## src/hdl/dhl_pkg.sv

```systemverilog
// Package for the double-hashing table lookup/insert unit.
// Holds field widths, register map, result codes, FSM state and the
// controller/datapath command and status structs. No dependencies.
package dhl_pkg;

	localparam int DHL_DEPTH = 2048;
	localparam int DHL_KEY_W = 32;

	localparam int KEY_IN_W = 32;
	localparam int SLOT_W   = 11;
	localparam int SIZE_W   = 12;
	localparam int CAP_W    = 11;
	localparam int FILL_W   = 12;
	localparam int STAT_W   = 3;

	localparam int S_DATA_W = 56;   // key, start_slot, probe_step, zero pad
	localparam int S_USER_W = 1;
	localparam int M_DATA_W = 16;   // slot, zero pad
	localparam int M_USER_W = STAT_W;

	localparam int APB_AW = 3;
	localparam int APB_DW = 32;
	localparam logic [APB_AW-1:0] ADDR_TABLE_SIZE = 3'd0;
	localparam logic [APB_AW-1:0] ADDR_CAPACITY   = 3'd4;

	localparam logic [SIZE_W-1:0] TABLE_SIZE_RST = 12'd1103;
	localparam logic [CAP_W-1:0]  CAPACITY_RST   = 11'd735;

	typedef enum logic [STAT_W-1:0] {
		RES_FOUND    = 3'd0,
		RES_INSERTED = 3'd1,
		RES_ABSENT   = 3'd2,
		RES_FULL     = 3'd3,
		RES_BAD_HASH = 3'd4
	} result_t;

	typedef enum logic [1:0] {
		ST_CLEAR,
		ST_IDLE,
		ST_PROBE
	} state_t;

	typedef struct packed {
		logic    clr_wr;
		logic    load;
		logic    advance;
		logic    emit;
		logic    ins_wr;
		result_t code;
	} dhl_cmd_t;

	typedef struct packed {
		logic clr_last;
		logic bad;
		logic slot_valid;
		logic hit;
		logic last;
		logic room;
		logic insert;
		logic out_free;
	} dhl_sts_t;

endpackage

```

## src/hdl/dhl_ctrl.sv

```systemverilog
// Controller FSM: clearing pass, request accept, probe decisions.
// Depends on dhl_pkg for state, result codes and command/status structs.
module dhl_ctrl (
	input  logic               clk,
	input  logic               arst_n,
	input  logic               s_tvalid,
	output logic               s_tready,
	input  dhl_pkg::dhl_sts_t  sts,
	output dhl_pkg::dhl_cmd_t  cmd
);
	import dhl_pkg::*;

	state_t state_q;
	state_t state_d;

	always_ff @(posedge clk or negedge arst_n) begin
		if (!arst_n) begin
			state_q <= ST_CLEAR;
		end else begin
			state_q <= state_d;
		end
	end

	always_comb begin
		state_d = state_q;
		unique case (state_q)
			ST_CLEAR: begin
				if (sts.clr_last) state_d = ST_IDLE;
			end
			ST_IDLE: begin
				if (cmd.load) state_d = ST_PROBE;
			end
			ST_PROBE: begin
				if (cmd.emit) state_d = ST_IDLE;
			end
			default: state_d = ST_CLEAR;
		endcase
	end

	always_comb begin
		logic fin;
		logic wr;
		fin      = 1'b0;
		wr       = 1'b0;
		cmd      = '0;
		cmd.code = RES_FOUND;
		s_tready = 1'b0;
		unique case (state_q)
			ST_CLEAR: begin
				cmd.clr_wr = 1'b1;
			end
			ST_IDLE: begin
				s_tready = 1'b1;
				cmd.load = s_tvalid;
			end
			ST_PROBE: begin
				priority if (sts.bad) begin
					cmd.code = RES_BAD_HASH;
					fin      = 1'b1;
				end else if (!sts.slot_valid) begin
					fin = 1'b1;
					priority if (!sts.insert) begin
						cmd.code = RES_ABSENT;
					end else if (!sts.room) begin
						cmd.code = RES_FULL;
					end else begin
						cmd.code = RES_INSERTED;
						wr       = 1'b1;
					end
				end else if (sts.hit) begin
					cmd.code = RES_FOUND;
					fin      = 1'b1;
				end else if (sts.last) begin
					// every slot probed without a match or a hole
					cmd.code = sts.insert ? RES_FULL : RES_ABSENT;
					fin      = 1'b1;
				end else begin
					cmd.advance = 1'b1;
				end
				// hold the decision until the output register frees up
				cmd.emit   = fin & sts.out_free;
				cmd.ins_wr = wr & sts.out_free;
			end
			default: ;
		endcase
	end

endmodule

```

## config.mk

```make
export PLATFORM = sky130hd
export DESIGN_NAME = dhl_ctrl
export DESIGN_NICKNAME = d
export VERILOG_FILES = /design/src/hdl/dhl_pkg.sv /design/src/hdl/dhl_ctrl.sv
export SDC_FILE = /design/constraint.sdc
export NUM_CORES = 1
export LEC_CHECK = 0
export BUFFER_PORTS_ARGS = -buffer_cell sky130_fd_sc_hd__buf_2
export CAP_MARGIN = 25
export CORE_AREA = 3 3 40 42
export DETAILED_ROUTE_END_ITERATION = 8
export DIE_AREA = 0 0 43 45
export PLACE_DENSITY_LB_ADDON = 0.08
export SYNTH_ARGS = -nofsm -noshare
export SYNTH_HDL_FRONTEND = slang
export SYNTH_SLANG_ARGS = --single-unit
```

## constraint.sdc

```tcl
create_clock -name clk -period 1 [get_ports clk]
set_clock_uncertainty 0.05 [all_clocks]
set_input_delay 0.15 -clock clk [delete_from_list [all_inputs] [get_ports clk]]
set_output_delay 0.15 -clock clk [all_outputs]
set_load 0.02 [all_outputs]
```

==> impl_metrics.tcl, run 1 <==
set metrics [dict create \
    status "finished, violations left" \
    violations "setup timing" \
    cts_root_buf "clkbuf_4" \
    rr_worst_depth 4 \
    final_area_um2 465 \
    rrSetupSlack_ps -140 \
    diodes 0 \
    overflow 0 \
    seq_area_frac_synth 0.261 \
    nets 67 \
    synth_commonest_cells "nor2_1 (5), inv_1 (3)" \
    top_register "state_q" \
    die_w_um 43 \
    setup_violations 11 \
    avgSynthCellArea_um2 7.66 \
    fill_cells 151 \
    ys.flop_type "dfrtp_1" \
    fin_crit_sh 1.35 \
    post-route-worst-setup-slack_ps -350 \
    drc 0 \
    reg2reg_from "state_q[0]$_DFFE_PN0P_" \
    power_density_mw_per_mm2 2200 \
    cts_setup_buffers 0 \
    layout.cells.non_filler 70 \
    maxSlewViolCount 0 \
    synth.distinct_cells 15 \
    synth_mux_area_frac 0.0523 \
    ys_ff_latch 2 \
    synth_top_area_cell "dfrtp_1" \
    tightestPinTransition_ps 175 \
    cp-start-kind "flop" \
    slew_headroom 0.882 \
    wl_per_cell_um 10.1 \
    die_area_mm2 0.00194 \
    die_h_um 45 \
    finalCriticalPeriod_ps 1350 \
    cts.sinks 2 \
    drtPass1Iterations 1 \
    grt_usage 0.0806 \
    numCtsBuffers 3 \
    top_regs "state_q: 2 flops" \
    critPathKind "reg -> out" \
    grt_pass1_wl_mm 1.07 \
    synth_compound_area_frac 0.105 \
    routed_wl_um 707 \
    synth-simple-area-share 0.523 \
    holdCritPathClass "in -> async" \
    worstReg2RegEnd "state_q[1]$_DFFE_PN0P_" \
    dp_cells 65 \
    largest_register_ffs 2 \
    cp-end-kind "output pin" \
    clock.fmax_ghz 0.741 \
    clkLatencyLatePin_ps 230 \
    clk_pin_slew_worst_paths_ps 30 \
    grt_pass1_vias 291 \
    io_buffer_count 19 \
    antenna_left 0 \
    synth.most_common_cell "nor2_1" \
    vias 286 \
    tritoncts "yes" \
    power.total_mw 1.03 \
    rows 13 \
    rsz0062_at_grt "true" \
    clk_path_buf_depth 2 \
    arrival_ps 1150 \
    synth_fa_ha_area_frac 0 \
    synth_top_family_by_area "simple AND/OR/NAND/NOR gates" \
    crit_required_ps 800 \
    report.final.hold_viol_count 0 \
    ys_warn_count 0 \
    placed_cell_area_um2 384 \
    drt_iter0_drc 0 \
    syn_nets 36 \
    syn_to_final_growth_pct 143 \
    antenna_found_initial 0 \
    syn_area_um2 191 \
    synth_enable_flop_cells 0 \
    syn_inst 25 \
    h-tree-depth 1 \
    synth_top_area_frac 0.261 \
    ios 20 \
    drive_gt1_frac 0.727 \
    cellLeakagePower_nw 0.246 \
    core_area_mm2 0.00128 \
    via_per_inst 4.09 \
    synth_area_leaders "dfrtp_1 (26%), nor2_1 (9.8%), nand2b_4 (7.2%)" \
    cp_max_fo 3 \
    start_util 0.149 \
    hpwl_um 609 \
    async_flop_share 1.00 \
    grt_max_degree 6 \
    whs_ps 189 \
    ir_worst_vdd_v 0.000477 \
    drv_cap 0 \
    synthXorXnorAreaFrac 0 \
    setup_tns_ps -2960 \
    place_congestion 0.700 \
]
[placed cells by master (no fill, tap or decap), drive strengths merged]
cell / n
a21oi: 1
and2: 1
and3: 2
and4: 1
buf: 25
clkbuf: 4
dfrtp: 2
dlygate4sd3: 1
inv: 3
mux2i: 1
nand2: 2
nand2b: 1
nor2: 5
nor2b: 2
o21ai: 1
o22ai: 1
or2: 1
or4b: 1
[routing by layer]
metal	track usage	up-vias	wire [um]
met5	0	-	0
li1	-	144	-
met1	0.0600	129	227
met4	0.108	0	0
met3	0	0	62
met2	0.162	13	418
[layout make-up]
| cell class | count | area (um^2) | share of cell area |
|---|---|---|---|
| inverters | 3 | 11.3 | 0.0242 |
| multi-input cells | 20 | 163 | 0.349 |
| repair buffers | 26 | 195 | 0.419 |
| flip-flops and latches | 2 | 51.3 | 0.110 |
| well taps | 15 | 18.8 | 0.0403 |
| clock buffers | 4 | 26.3 | 0.0565 |
[worst max-delay path by stage]
stage,start,to
2_1_floorplan,state_q[0]$_DFFE_PN0P_,cmd[3]
3_3_place_gp,sts[3],cmd[4]
3_5_place_dp,sts[3],cmd[4]
4_1_cts,state_q[0]$_DFFE_PN0P_,cmd[3]
5_1_grt,state_q[0]$_DFFE_PN0P_,cmd[3]
6_report,state_q[0]$_DFFE_PN0P_,cmd[3]
[where the power goes]
group          internal [mW]  total, mW  switching (mW)
clock                  0.149      0.199          0.0506
sequential             0.124      0.175          0.0506
combinational          0.357      0.651           0.295
[metrics by stage]
step	utilization	worst slack, ps
2_1_floorplan	-	-105
3_3_place_gp	0.299	-318
3_5_place_dp	0.299	-327
4_1_cts	0.362	-374
5_1_grt	0.362	-406
6_report	0.362	-350
[cells by family after synthesis]
kind of cell / Yosys count
flip-flops: 2
buffers and inverters: 3
AND/OR/NAND/NOR: 16
AO/OA/AOI/OAI: 3
multiplexers: 1
[worst max-delay path: stages (launching register included)]
cell and delay, ps:
dfrtp_1 370, nand2b_4 150, nor2_4 90, and4_4 210
buf_6 110
[repair_timing]
item	4_1_cts	5_1_grt
hold endpoints to repair	2	0
pin swaps	1	1
setup endpoints to repair	11	11
gates resized for setup	15	0
hold buffers	1	0
Note: power is estimated with default switching activity, not from simulation.
==> run 2, diff against run 1 <==
--- a/config.mk
+++ b/config.mk
@@ -7,9 +7,12 @@
 export LEC_CHECK = 0
 export BUFFER_PORTS_ARGS = -buffer_cell sky130_fd_sc_hd__buf_2
 export CAP_MARGIN = 25
-export CORE_AREA = 3 3 40 42
+export CELL_PAD_IN_SITES_DETAIL_PLACEMENT = 0
+export CELL_PAD_IN_SITES_GLOBAL_PLACEMENT = 2
+export CORE_ASPECT_RATIO = 1.2
+export CORE_MARGIN = 3
+export CORE_UTILIZATION = 12
 export DETAILED_ROUTE_END_ITERATION = 8
-export DIE_AREA = 0 0 43 45
 export PLACE_DENSITY_LB_ADDON = 0.08
 export SYNTH_ARGS = -nofsm -noshare
 export SYNTH_HDL_FRONTEND = slang
==> impl_metrics.tcl, run 2 (synthesis gave the netlist of run 1 again) <==
set metrics [dict create \
    status "finished, violations left" \
    violations "setup timing" \
    hpwl_um 593 \
    grt_pass1_vias 307 \
    finalCriticalPeriod_ps 1360 \
    largest_register_ffs 2 \
    core_area_mm2 0.00146 \
    grt_max_degree 6 \
    top_register "state_q" \
    route.met2.wl_um 382 \
    routed_wl_um 694 \
    slowest_delay_ps 370 \
    cts.sinks 2 \
    clk_path_buf_depth 2 \
    power_density_mw_per_mm2 2170 \
    final_cell_mix "buf_4 (11), buf_2 (10), buf_6 (6)" \
    fill_cells 163 \
    layout.cells.non_filler 74 \
    utilization 0.332 \
    clock.fmax_ghz 0.737 \
    drive_gt1_frac 0.754 \
    nets 69 \
    tightestPinTransition_ps 158 \
    wl_per_cell_um 9.38 \
    path_buf_inv 1 \
    report.final.hold_viol_count 0 \
    vias 286 \
    dp_cells 68 \
    die_area_mm2 0.00211 \
    dr_wl_met3_um 66 \
    critPathKind "reg -> out" \
    syn_to_final_growth_pct 154 \
    grt_usage 0.0785 \
    numCtsBuffers 3 \
    rsz0062_at_grt "true" \
    die_h_um 49.8 \
    place_congestion 0.621 \
    drc 0 \
    setup_violations 11 \
    slew_headroom 0.894 \
    slowest_stage "dfrtp_1" \
    drt_iter0_drc 0 \
    crit_family "simple AND/OR/NAND/NOR gates" \
    cp_max_fo 3 \
    ir_worst_vdd_v 0.000566 \
    start_util 0.131 \
    clkLatencyLatePin_ps 230 \
    holdCritPathClass "in -> reg" \
    top_regs "state_q: 2 flops" \
    drv_cap 0 \
    fin_crit_sh 1.36 \
    clk_pin_slew_worst_paths_ps 30 \
    layout_commonest_cell "buf_4" \
    whs_ps 186 \
    io_buffer_count 19 \
    antenna_left 0 \
    tritoncts "yes" \
    h-tree-depth 1 \
    cp-end-kind "output pin" \
    diodes 0 \
    arrival_ps 1160 \
    cts_root_buf "clkbuf_4" \
    via_per_inst 3.86 \
    crit_required_ps 800 \
    cp-start-kind "flop" \
    post-route-worst-setup-slack_ps -356 \
    ios 20 \
    rows 15 \
    crit_chain "nand2b_4 > nor2_4 > and4_4 > buf_6" \
    cellLeakagePower_nw 0.255 \
    wl_met1_um 246 \
    top_layer_used "met3" \
    maxSlewViolCount 0 \
    drtPass1Iterations 1 \
    die_w_um 42.5 \
    grt_pass1_wl_mm 1.19 \
    antenna_found_initial 0 \
    overflow 0 \
]
[run 2: worst reg2reg max path: cells and delay by family, from the launching register on]
kind | cells | cell delay (ps)
AND/OR/NAND/NOR | 3 | 470
flip-flops | 1 | 370
buffers and inverters | 1 | 140
[run 2: final timing paths]
path	cells past startpoint	end	from	slack, ps
max	4	cmd[3]	state_q[0]$_DFFE_PN0P_	-360
min in group asynchronous	2	state_q[1]$_DFFE_PN0P_	arst_n	200
min reg2reg	2	state_q[0]$_DFFE_PN0P_	state_q[1]$_DFFE_PN0P_	620
min	3	state_q[0]$_DFFE_PN0P_	sts[7]	190
max reg2reg	4	state_q[1]$_DFFE_PN0P_	state_q[0]$_DFFE_PN0P_	-130
max in group asynchronous	2	state_q[1]$_DFFE_PN0P_	arst_n	590
[run 2: metrics by stage]
step	cell area, um^2	power (mW)	setup WS, ps	TNS (ps)
5_1_grt	485	1.14	-423	-3630
3_5_place_dp	394	0.766	-321	-1760
6_report	485	1.05	-356	-2920
4_1_cts	483	1.07	-369	-3070
2_1_floorplan	225	0.509	-105	-709
3_3_place_gp	394	0.767	-312	-1740
[run 2: what timing repair did]
| action | CTS | global route |
|---|---|---|
| hold buffers | 1 | 0 |
| buffers inserted | 1 | 0 |
| pin swaps | 1 | 0 |
| gates resized for setup | 15 | 1 |
| endpoints found under the hold margin | 2 | 0 |
| endpoints found under the setup margin | 11 | 11 |
[run 2: report_power, final]
part | switching [mW] | leakage, nW | internal (mW)
Clock | 0.0519 | 0.0150 | 0.149
Combinational | 0.307 | 0.217 | 0.380
Sequential | 0.0434 | 0.0237 | 0.124
Total | 0.402 | 0.255 | 0.653
[run 2: final cells by class]
| class | count | area (um^2) | share of cell area |
|---|---|---|---|
| clock buffer | 4 | 26.3 | 0.0541 |
| inverter | 3 | 11.3 | 0.0232 |
| multi-input combinational | 20 | 165 | 0.340 |
| sequential | 2 | 51.3 | 0.106 |
| tap | 17 | 21.3 | 0.0438 |
| timing repair buffer | 28 | 210 | 0.433 |
[run 2: metal layers]
| layer | global-route usage | vias to the layer above |
|---|---|---|
| met4 | 0.0622 | 0 |
| li1 | - | 147 |
| met3 | 0.0365 | 0 |
| met2 | 0.127 | 12 |
| met1 | 0.0747 | 127 |
| met5 | 0 | - |
