--- config.mk ---
export PLATFORM = sky130hd
export DESIGN_NAME = dhl_cfg
export DESIGN_NICKNAME = d
export VERILOG_FILES = /design/src/hdl/dhl_pkg.sv /design/src/hdl/dhl_cfg.sv
export SDC_FILE = /design/constraint.sdc
export NUM_CORES = 1
export LEC_CHECK = 0
export ABC_AREA = 1
export BUFFER_PORTS_ARGS = -buffer_cell sky130_fd_sc_hd__buf_2
export CORE_UTILIZATION = 46
export CTS_CLUSTER_SIZE = 25
export DETAILED_ROUTE_END_ITERATION = 10
export PLACE_DENSITY_LB_ADDON = 0.05
export SYNTH_ARGS = -nofsm -noshare
export SYNTH_HDL_FRONTEND = slang
export SYNTH_SLANG_ARGS = --single-unit
--- constraint.sdc ---
create_clock -name clk -period 2.1 [get_ports clk]
set_input_delay 0.42 -clock clk [delete_from_list [all_inputs] [get_ports clk]]
set_output_delay 0.42 -clock clk [all_outputs]
set_load 0.05 [all_outputs]
--- src/hdl/dhl_pkg.sv ---
// Package for the double-hashing table lookup/insert unit.
// Holds field widths, register map, result codes, FSM state and the
// controller/datapath command and status structs. No dependencies.
package dhl_pkg;

	localparam int DHL_DEPTH = 2048;
	localparam int DHL_KEY_W = 32;

	localparam int KEY_IN_W = 32;
	localparam int SLOT_W   = 11;
	localparam int SIZE_W   = 12;
	localparam int CAP_W    = 11;
	localparam int FILL_W   = 12;
	localparam int STAT_W   = 3;

	localparam int S_DATA_W = 56;   // key, start_slot, probe_step, zero pad
	localparam int S_USER_W = 1;
	localparam int M_DATA_W = 16;   // slot, zero pad
	localparam int M_USER_W = STAT_W;

	localparam int APB_AW = 3;
	localparam int APB_DW = 32;
	localparam logic [APB_AW-1:0] ADDR_TABLE_SIZE = 3'd0;
	localparam logic [APB_AW-1:0] ADDR_CAPACITY   = 3'd4;

	localparam logic [SIZE_W-1:0] TABLE_SIZE_RST = 12'd1103;
	localparam logic [CAP_W-1:0]  CAPACITY_RST   = 11'd735;

	typedef enum logic [STAT_W-1:0] {
		RES_FOUND    = 3'd0,
		RES_INSERTED = 3'd1,
		RES_ABSENT   = 3'd2,
		RES_FULL     = 3'd3,
		RES_BAD_HASH = 3'd4
	} result_t;

	typedef enum logic [1:0] {
		ST_CLEAR,
		ST_IDLE,
		ST_PROBE
	} state_t;

	typedef struct packed {
		logic    clr_wr;
		logic    load;
		logic    advance;
		logic    emit;
		logic    ins_wr;
		result_t code;
	} dhl_cmd_t;

	typedef struct packed {
		logic clr_last;
		logic bad;
		logic slot_valid;
		logic hit;
		logic last;
		logic room;
		logic insert;
		logic out_free;
	} dhl_sts_t;

endpackage

--- src/hdl/dhl_cfg.sv ---
// APB register block: table_size and capacity.
// Depends on dhl_pkg for the register map and reset values.
module dhl_cfg (
	input  logic                        clk,
	input  logic                        arst_n,
	input  logic                        psel,
	input  logic                        penable,
	input  logic                        pwrite,
	input  logic [dhl_pkg::APB_AW-1:0]  paddr,
	input  logic [dhl_pkg::APB_DW-1:0]  pwdata,
	output logic [dhl_pkg::APB_DW-1:0]  prdata,
	output logic                        pready,
	output logic [dhl_pkg::SIZE_W-1:0]  table_size,
	output logic [dhl_pkg::CAP_W-1:0]   capacity
);
	import dhl_pkg::*;

	logic                wr_en;
	logic [SIZE_W-1:0]   size_q;
	logic [CAP_W-1:0]    cap_q;

	assign pready = 1'b1;
	assign wr_en  = psel & penable & pwrite;

	always_ff @(posedge clk or negedge arst_n) begin
		if (!arst_n) begin
			size_q <= TABLE_SIZE_RST;
			cap_q  <= CAPACITY_RST;
		end else if (wr_en) begin
			if (paddr == ADDR_TABLE_SIZE) begin
				size_q <= pwdata[SIZE_W-1:0];
			end
			if (paddr == ADDR_CAPACITY) begin
				cap_q <= pwdata[CAP_W-1:0];
			end
		end
	end

	always_comb begin
		prdata = '0;
		if (paddr == ADDR_TABLE_SIZE) begin
			prdata = {{(APB_DW-SIZE_W){1'b0}}, size_q};
		end else if (paddr == ADDR_CAPACITY) begin
			prdata = {{(APB_DW-CAP_W){1'b0}}, cap_q};
		end
	end

	assign table_size = size_q;
	assign capacity   = cap_q;

endmodule

==> results of run 1 <==
-- routing by layer --
metal / up-vias / part of all wire
met5: - / 0
met4: 0 / 0.0054
met3: 2 / 0.040
met2: 43 / 0.49
met1: 579 / 0.46
li1: 624 / -
-- worst register-to-register path: cells and delay by family (launching register included) --
family | cells | cell delay [ns]
flip-flops | 1 | 0.55
AO/OA/AOI/OAI | 1 | 0.14
AND/OR/NAND/NOR | 1 | 0.07
buffers and inverters | 1 | 0.05
-- cell usage in the layout (no fill, tap or decap) --
| cell | n |
|---|---|
| clkbuf_1 | 1 |
| conb_1 | 21 |
| o21bai_2 | 2 |
| clkbuf_4 | 3 |
| inv_2 | 2 |
| nand3_1 | 23 |
| nor2_2 | 2 |
| nand2_2 | 2 |
| o21ai_1 | 11 |
| buf_12 | 1 |
| o21bai_1 | 21 |
| nor2_1 | 1 |
| inv_1 | 25 |
| dfrtp_1 | 9 |
| dfstp_2 | 14 |
| buf_4 | 2 |
| nand3_2 | 1 |
| nand2_1 | 35 |
| nor2_4 | 1 |
| buf_2 | 54 |
-- kinds of logic (layout without fill, tap and decap cells) --
family                 Yosys count  count (layout)  share of synthesized area
other                            2              21                    0.00501
DFF                             23              23                      0.396
AOI/OAI and AO/OA               34              34                      0.157
buffers and inverters           58              88                      0.245
and+or+nand+nor                 65              65                      0.198
-- where the power goes --
group | total, µW | internal, µW | leakage [µW] | switching, µW
sequential | 658 | 593 | 0.000249 | 64.6
clock | 205 | 74.1 | 0.0000150 | 131
combinational | 912 | 205 | 0.000642 | 708
total | 1770 | 872 | 0.000906 | 903
-- state kept, by name, summed over array words and instances, names as in the netlist --
signal	cells
table_size	12
capacity	11
-- area by class of cell --
type | instances | area, µm²
Clock buffer | 4 | 26.3
Inverter | 27 | 101
Fill cell | 320 | 1390
Multi-Input combinational cell | 120 | 611
Sequential cell | 23 | 593
Timing Repair Buffer | 57 | 305
Tap cell | 44 | 55.1
-- per-stage QoR --
step	utilization	instances	cell area (µm²)	hold WS [ns]	total power (µW)
floorplan	-	201	1570	0.124	1440
global placement	0.541	271	1670	0.426	1570
detailed placement	0.541	271	1670	0.430	1580
CTS	0.550	275	1690	0.0716	1800
global route	0.550	275	1690	0.0713	1890
finish	0.550	275	1690	0.0713	1770
-- worst max-delay path by stage --
stage	slack [ns]	cells past startpoint	to	startpoint
floorplan	0.19	4	prdata[8]	paddr[1]
global placement	0.24	5	prdata[5]	paddr[1]
detailed placement	0.22	5	prdata[5]	paddr[1]
CTS	0.22	5	prdata[5]	paddr[1]
global route	0.12	5	prdata[5]	paddr[1]
finish	0.22	5	prdata[5]	paddr[1]
==> qor.yml, run 1 <==
outcome: "completed"
yosys-top-cells-count: "35 x nand2_1, 25 x inv_1, 23 x buf_4, 23 x nand3_1, 21 x o21bai_1"
grt_pass1_vias: 1140
place_hpwl_mm: 2.15
yosysWarnings: 0
setup_tns_ns: 0
postCtsHoldBufs: 0
syn_area_mm2: 0.00150
avgRoutedWirePerCell_um: 11.4
grt_usage: 0.201
grtUsageMet2: 0.339
gr-total-overflow: 0
ys_ff_latch: 23
synth-edff-count: 0
core_mm2: 0.00308
peakVddDrop_uv: 373
yosysMostFrequentCell: "nand2_1"
final.setup.worst_slack_ns: 0.221
synth_area_per_cell_um2: 8.24
path_max_fanout: 22
wirelength_mm: 3.13
pin_count: 96
timing.critical_path.mode_cell: "buf_2"
root_buffer: "clkbuf_4"
critical_path_buf_inv_count: 2
drc: 0
synthArstFlopShare: 1.00
grt.met1_usage: 0.262
worst_setup_path_start_kind: "input pin"
synth_area_leader_cell: "dfstp_2"
fp-row-count: 20
rsz0062_at_grt: "no"
power_leakage_uw: 0.000906
maxCapViolations: 0
path_delay_family: "buffers and inverters"
drt_iter0_drc: 42
fmax_mhz: 532
critPathSlowestCell: "buf_2"
first_pass_iters: 4
clk_pin_slew_worst_paths_ns: 0.12
slew_violations: 0
layout.nets: 272
endpoint_kind: "output port"
cts_tree: "yes"
syn_inst: 182
cts_setup_buffers: 0
r2r-end: "capacity[0]"
die_w_um: 59.1
cp_cell_sequence: "buf_2 > nor2_2 > nand2_2 > o21ai_1 > buf_2"
ys_types: 19
port_buffers: 54
synth_top_cell_area_share: 0.245
fin_skew_ns: 0
slew_headroom: 0.649
clock_sinks: 23
cp.arrival_ns: 1.46
r2r_setup_slack_ns: 1.25
gp_congestion: 0.787
worstMarginPinSlew_ns: 0.527
timing.final.hold_violations: 0
ys_top_cells_by_area: "dfstp_2 25%, dfrtp_1 15%, buf_4 12%, o21bai_1 11%, nand2_1 8.8%"
antennaDiodeCount: 0
hold_path_class: "in2async"
grt_max_degree: 24
via_count: 1248
r2r-start: "capacity[0]"
cellPowerDensity_mw_per_mm2: 1050
synth_seq_area_share: 0.396
die_h_um: 59.1
worst_skew_pair.late_latency_ns: 0.30
cts_max_path_buffers: 2
fin_crit_sh: 0.895
setup_viol: 0
htree_levels: 1
grt_pass1_wl_mm: 5.21
area_growth_pct: 12.9
rr_worst_depth: 3
dieArea_mm2: 0.00349
antenna_found_initial: 0
ys.flop_type: "dfstp_2"
cts_made_buffers: 3
fin_crit_ns: 1.88
cp.required_ns: 1.68
ant_nets: 0
start_util: 0.487
cts_resized: 0
worstSetupPathType: "in2out"
vias_per_cell: 4.54
drive_gt1_frac: 0.364
post-place-ws_ns: 0.217
cpPeakStageDelay_ns: 0.29
use_met3: 0.0284
grt-busiest-layer: "met2"
Note: power is estimated with default switching activity, not from simulation.
==> inputs of run 2 (changes only) <==
--- a/config.mk
+++ b/config.mk
@@ -11,6 +11,7 @@
 export CTS_CLUSTER_SIZE = 25
 export DETAILED_ROUTE_END_ITERATION = 10
 export PLACE_DENSITY_LB_ADDON = 0.05
+export RECOVER_POWER = 100
 export SYNTH_ARGS = -nofsm -noshare
 export SYNTH_HDL_FRONTEND = slang
 export SYNTH_SLANG_ARGS = --single-unit
==> run 2 against run 1 <==
  * Critical path depth unchanged
  * Power down 1.6%
  * Die area unchanged
  * Clock-buffer cell count unchanged
  * Cell count unchanged
  * Combinational power down 3.5%
  * Design area down 2.3%
  * Sequential share of layout area up 0.82 points
  * Sequential power about the same
  * Clock power about the same
  * Global-route usage unchanged
  * Flip-flop and latch count unchanged
  * Critical path type unchanged
  * Largest power group unchanged
==> qor.yml, run 2 (synthesis results as in run 1) <==
postCtsHoldBufs: 0  # unchanged
root_buffer: "clkbuf_4"
path_depth: 5  # unchanged
die_h_um: 59.1  # unchanged
cp.required_ns: 1.68  # about the same
antennaDiodeCount: 0  # unchanged
gp_congestion: 0.787  # unchanged
critical_path_buf_inv_count: 2  # unchanged
antenna_found_initial: 0  # unchanged
grt_usage: 0.201  # unchanged
avgRoutedWirePerCell_um: 11.4  # +0.26%
gr-total-overflow: 0  # unchanged
cts_tree: "yes"
rsz0062_at_grt: "no"
worst_setup_path_start_kind: "input pin"
rr_worst_depth: 3  # unchanged
die_w_um: 59.1  # unchanged
critPathSlowestCell: "clkbuf_2"
first_pass_iters: 4  # unchanged
outcome: "completed"
peakVddDrop_uv: 376  # +0.93%
drc: 0  # unchanged
grt_pass1_vias: 1140  # unchanged
cts_made_buffers: 3  # unchanged
placed_area_mm2: 0.00167  # unchanged
cts_max_path_buffers: 2  # unchanged
path_delay_family: "simple AND/OR/NAND/NOR gates"
ant_nets: 0  # unchanged
fin_crit_sh: 0.914  # +0.0190
cp_cell_sequence: "buf_2 > nor2_2 > nand2_2 > o21ai_1 > clkbuf_2"
worst_skew_pair.late_latency_ns: 0.30  # about the same
r2r-end: "table_size[0]"
total_power_uw: 1750  # -1.6%
via_count: 1254  # +0.48%
fp-row-count: 20  # unchanged
area_growth_pct: 10.3
start_util: 0.487  # unchanged
slew_headroom: 0.158  # -0.491
cellPowerDensity_mw_per_mm2: 1060  # +0.69%
core_mm2: 0.00308  # unchanged
grt_max_degree: 24  # unchanged
clk_pin_slew_worst_paths_ns: 0.13  # about the same
vias_per_cell: 4.56  # +0.48%
setup_tns_ns: 0  # unchanged
path_max_fanout: 22  # unchanged
port_buffers: 54  # unchanged
place_hpwl_mm: 2.15  # unchanged
power_leakage_uw: 0.000831  # -8.3%
fmax_mhz: 521  # -2.1%
layout.nets: 272  # unchanged
clock_sinks: 23  # unchanged
cts_setup_buffers: 0  # unchanged
crit_end: "prdata[5]"
timing.final.hold_violations: 0  # unchanged
drive_gt1_frac: 0.238  # -0.126
cts_resized: 0  # unchanged
drt_iter0_drc: 44  # +4.8%
pin_count: 96  # unchanged
setup_viol: 0  # unchanged
dieArea_mm2: 0.00349  # unchanged
wirelength_mm: 3.14  # +0.26%
final_common_cell: "nand2_1"
maxCapViolations: 0  # unchanged
worstMarginPinSlew_ns: 1.26  # +0.737 ns
cp.arrival_ns: 1.50  # +0.04 ns
slew_violations: 0  # unchanged
endpoint_kind: "output port"
fin_crit_ns: 1.92  # +0.0399 ns
r2r-start: "table_size[0]"
cpPeakStageDelay_ns: 0.30  # about the same
grt_pass1_wl_mm: 5.21  # unchanged
final_cell_area_mm2: 0.00165  # -2.3%
worstSetupPathType: "in2out"
layout_common_cells: "35 x nand2_1, 28 x clkbuf_1, 26 x inv_1, 23 x nand3_1"
largest_register_ff_count: 12  # unchanged
fin_skew_ns: 0  # unchanged
crit_start: "paddr[1]"
r2r_setup_slack_ns: 1.23  # -0.02 ns
htree_levels: 1  # unchanged
hold_path_class: "in2reg"
-- run 2: cell types whose count changed in the layout (fill, tap and decap cells not counted) --
cell	change
buf_4	-1
inv_2	-1
clkbuf_1	+27
nor2_1	+1
clkbuf_2	+11
buf_2	-37
inv_1	+1
nor2_2	-1
-- run 2: area by class of cell --
| type | instances | area (µm²) |
|---|---|---|
| flip-flops and latches | 23 | 593 |
| fillers | 339 | 1430 |
| clock buffers | 4 | 26.3 |
| repair buffers | 57 | 269 |
| inverters | 27 | 101 |
| well taps | 44 | 55.1 |
| multi-input cells | 120 | 608 |
-- run 2: power by group --
part / switching (µW) / leakage, µW / internal, µW
logic: 708 / 0.000567 / 171
clock network: 131 / 0.0000150 / 74.1
registers: 67.7 / 0.000249 / 593
total: 907 / 0.000831 / 839
-- run 2: how the worst min path moves through the flow --
stage | depth (start not counted) | to | slack [ns] | startpoint
finish | 3 | capacity[2] | 0.32 | pwdata[2]
CTS | 1 | table_size[4] | 0.07 | arst_n
global route | 3 | capacity[4] | 0.30 | pwdata[4]
detailed placement | 1 | table_size[4] | 0.43 | arst_n
floorplan | 0 | capacity[10] | 0.12 | arst_n
global placement | 1 | table_size[4] | 0.43 | arst_n
-- run 2: per-stage QoR --
stage	cells	setup WS [ns]	util	hold WS (ns)
5_1_grt	275	0.0981	0.537	0.298
6_report	275	0.181	0.537	0.322
2_1_floorplan	201	0.194	-	0.124
4_1_cts	275	0.219	0.550	0.0716
3_3_place_gp	271	0.239	0.541	0.426
3_5_place_dp	271	0.217	0.541	0.430
-- run 2: layer usage --
| layer | vias up | wire [µm] | global-route usage | share of wire |
|---|---|---|---|---|
| li1 | 625 | - | - | - |
| met1 | 586 | 1450 | 0.262 | 0.46 |
| met3 | 2 | 125 | 0.0284 | 0.040 |
| met4 | 0 | 17 | 0.0714 | 0.0054 |
| met5 | - | 0 | 0 | 0 |
| met2 | 41 | 1540 | 0.339 | 0.49 |
-- run 2: tightest hold or removal path, delay by kind of cell --
kind / cells / cell delay, ns
AND/OR/NAND/NOR: 2 / 0.12
buffers and inverters: 1 / 0.10
==> inputs of run 3 (changes only) <==
--- a/config.mk
+++ b/config.mk
@@ -10,6 +10,7 @@
 export CORE_UTILIZATION = 46
 export CTS_CLUSTER_SIZE = 25
 export DETAILED_ROUTE_END_ITERATION = 10
+export MAX_ROUTING_LAYER = met4
 export PLACE_DENSITY_LB_ADDON = 0.05
 export RECOVER_POWER = 100
 export SYNTH_ARGS = -nofsm -noshare
==> run 3 against run 2 <==
  * Worst hold slack worse by 0.0027 ns
  * Via count increased by 0.88%
  * Sequential power hardly changed
  * Routed wire length shrank 0.38%
  * Clock skew unchanged
  * Core utilization unchanged
  * Power rose by 0.17%
==> qor.yml, run 3 (synthesis results as in run 1) <==
gp_congestion: 0.798  # +1.4%
cts_tree: "yes"
final_cell_area_mm2: 0.00165  # unchanged
rsz0062_at_grt: "no"
root_buffer: "clkbuf_4"
cts_resized: 0  # unchanged
drc: 0  # unchanged
p_int_uw: 839  # about the same
antennaDiodeCount: 0  # unchanged
first_pass_iters: 4  # unchanged
avgRoutedWirePerCell_um: 11.4  # -0.38%
peakVddDrop_uv: 376  # about the same
p_switching_uw: 910  # +0.33%
die_w_um: 59.1  # unchanged
postCtsHoldBufs: 0  # unchanged
worstMarginPinSlew_ns: 1.25  # -0.0141 ns
fin_crit_ns: 1.93  # +0.00767 ns
place_hpwl_mm: 2.15  # unchanged
p_sw_frac: 0.520  # +0.000813
combPwrFrac: 0.503  # about the same
placed_area_mm2: 0.00167  # unchanged
grt_pass1_wl_mm: 5.21  # unchanged
hold_path_class: "in2reg"
r2r-start: "table_size[0]"
final_cells: 275  # unchanged
drive_gt1_frac: 0.238  # unchanged
port_buffers: 54  # unchanged
grt_usage: 0.207  # +0.00604
grt_max_degree: 24  # unchanged
die_h_um: 59.1  # unchanged
fmax_mhz: 519  # -0.40%
cp_cell_sequence: "buf_2 > nor2_2 > nand2_2 > o21ai_1 > clkbuf_2"
slew_violations: 0  # unchanged
r2r_setup_slack_ns: 1.23  # about the same
cp.arrival_ns: 1.51  # about the same
grt_pass1_vias: 1141  # +0.088%
vias_per_cell: 4.60  # +0.88%
dieArea_mm2: 0.00349  # unchanged
gr-total-overflow: 0  # unchanged
worst_skew_pair.late_latency_ns: 0.31  # about the same
htree_levels: 1  # unchanged
outcome: "completed"
critPathSlowestCell: "clkbuf_2"
final_common_cell: "nand2_1"
ant_nets: 0  # unchanged
drt_iter0_drc: 40  # -9.1%
clock_sinks: 23  # unchanged
fin_skew_ns: 0  # unchanged
slew_headroom: 0.167  # +0.00939
area_growth_pct: 10.3  # unchanged
post-place-ws_ns: 0.217  # unchanged
cpPeakStageDelay_ns: 0.30  # about the same
p_seq_frac: 0.378  # about the same
via_count: 1265  # +0.88%
fin_crit_sh: 0.917  # +0.00365
crit_start: "paddr[1]"
timing.final.hold_violations: 0  # unchanged
final_util: 0.537  # unchanged
final.setup.worst_slack_ns: 0.174  # -0.00767 ns
layout_common_cells: "35 x nand2_1, 28 x clkbuf_1, 26 x inv_1, 23 x nand3_1"
worst_setup_path_start_kind: "input pin"
start_util: 0.487  # unchanged
pin_count: 96  # unchanged
rr_worst_depth: 3  # unchanged
crit_end: "prdata[5]"
worstSetupPathType: "in2out"
cts_made_buffers: 3  # unchanged
path_max_fanout: 22  # unchanged
r2r-end: "table_size[0]"
power_leakage_uw: 0.000831  # unchanged
cellPowerDensity_mw_per_mm2: 1060  # +0.17%
maxCapViolations: 0  # unchanged
antenna_found_initial: 0  # unchanged
cts_max_path_buffers: 2  # unchanged
cp.required_ns: 1.68  # about the same
cts_setup_buffers: 0  # unchanged
core_mm2: 0.00308  # unchanged
clk_pin_slew_worst_paths_ns: 0.13  # about the same
setup_tns_ns: 0  # unchanged
wirelength_mm: 3.12  # -0.38%
p_clk_frac: 0.119  # about the same
setup_viol: 0  # unchanged
fp-row-count: 20  # unchanged
largest_register_ff_count: 12  # unchanged
layout.nets: 272  # unchanged
numPlacedInstances: 271  # unchanged
endpoint_kind: "output port"
run 3: worst min-delay path by stage:
stage | start | endpoint | slack (ns) | cells after the start
2_1_floorplan | arst_n | capacity[10] | 0.12 | 0
3_3_place_gp | arst_n | table_size[4] | 0.43 | 1
3_5_place_dp | arst_n | table_size[4] | 0.43 | 1
4_1_cts | arst_n | table_size[4] | 0.07 | 1
5_1_grt | pwdata[4] | capacity[4] | 0.30 | 3
6_report | pwdata[2] | capacity[2] | 0.32 | 3
run 3: stage by stage:
stage / total power [µW] / hold slack [ns]
2_1_floorplan: 1440 / 0.124
3_3_place_gp: 1570 / 0.426
3_5_place_dp: 1580 / 0.430
4_1_cts: 1800 / 0.0716
5_1_grt: 1860 / 0.298
6_report: 1750 / 0.319
run 3: worst max-delay path, delay by kind of cell:
kind                   cells  cell delay, ns
and+or+nand+nor            2            0.40
AOI/OAI and AO/OA          1            0.25
buffers and inverters      2            0.41
run 3: layer usage:
layer	vias to the layer above	track usage	part of all wire
li1	624	-	-
met1	594	0.262	0.45
met2	45	0.339	0.50
met3	2	0.0284	0.044
met4	0	0.0714	0.0058
met5	-	-	0
run 3: final cells by class:
type | count | area [µm²]
flip-flops and latches | 23 | 593
multi-input cells | 120 | 608
inverters | 27 | 101
fillers | 339 | 1430
clock buffers | 4 | 26.3
well taps | 44 | 55.1
repair buffers | 57 | 269
run 3: power groups by stage:
stage / clock network (µW) / registers [µW] / logic, µW
final: 209 / 660 / 880
after global routing: 241 / 679 / 943
after CTS: 220 / 659 / 918
after detailed placement: 0 / 665 / 917
after global placement: 0 / 662 / 909
after floorplan: 0 / 1050 / 392
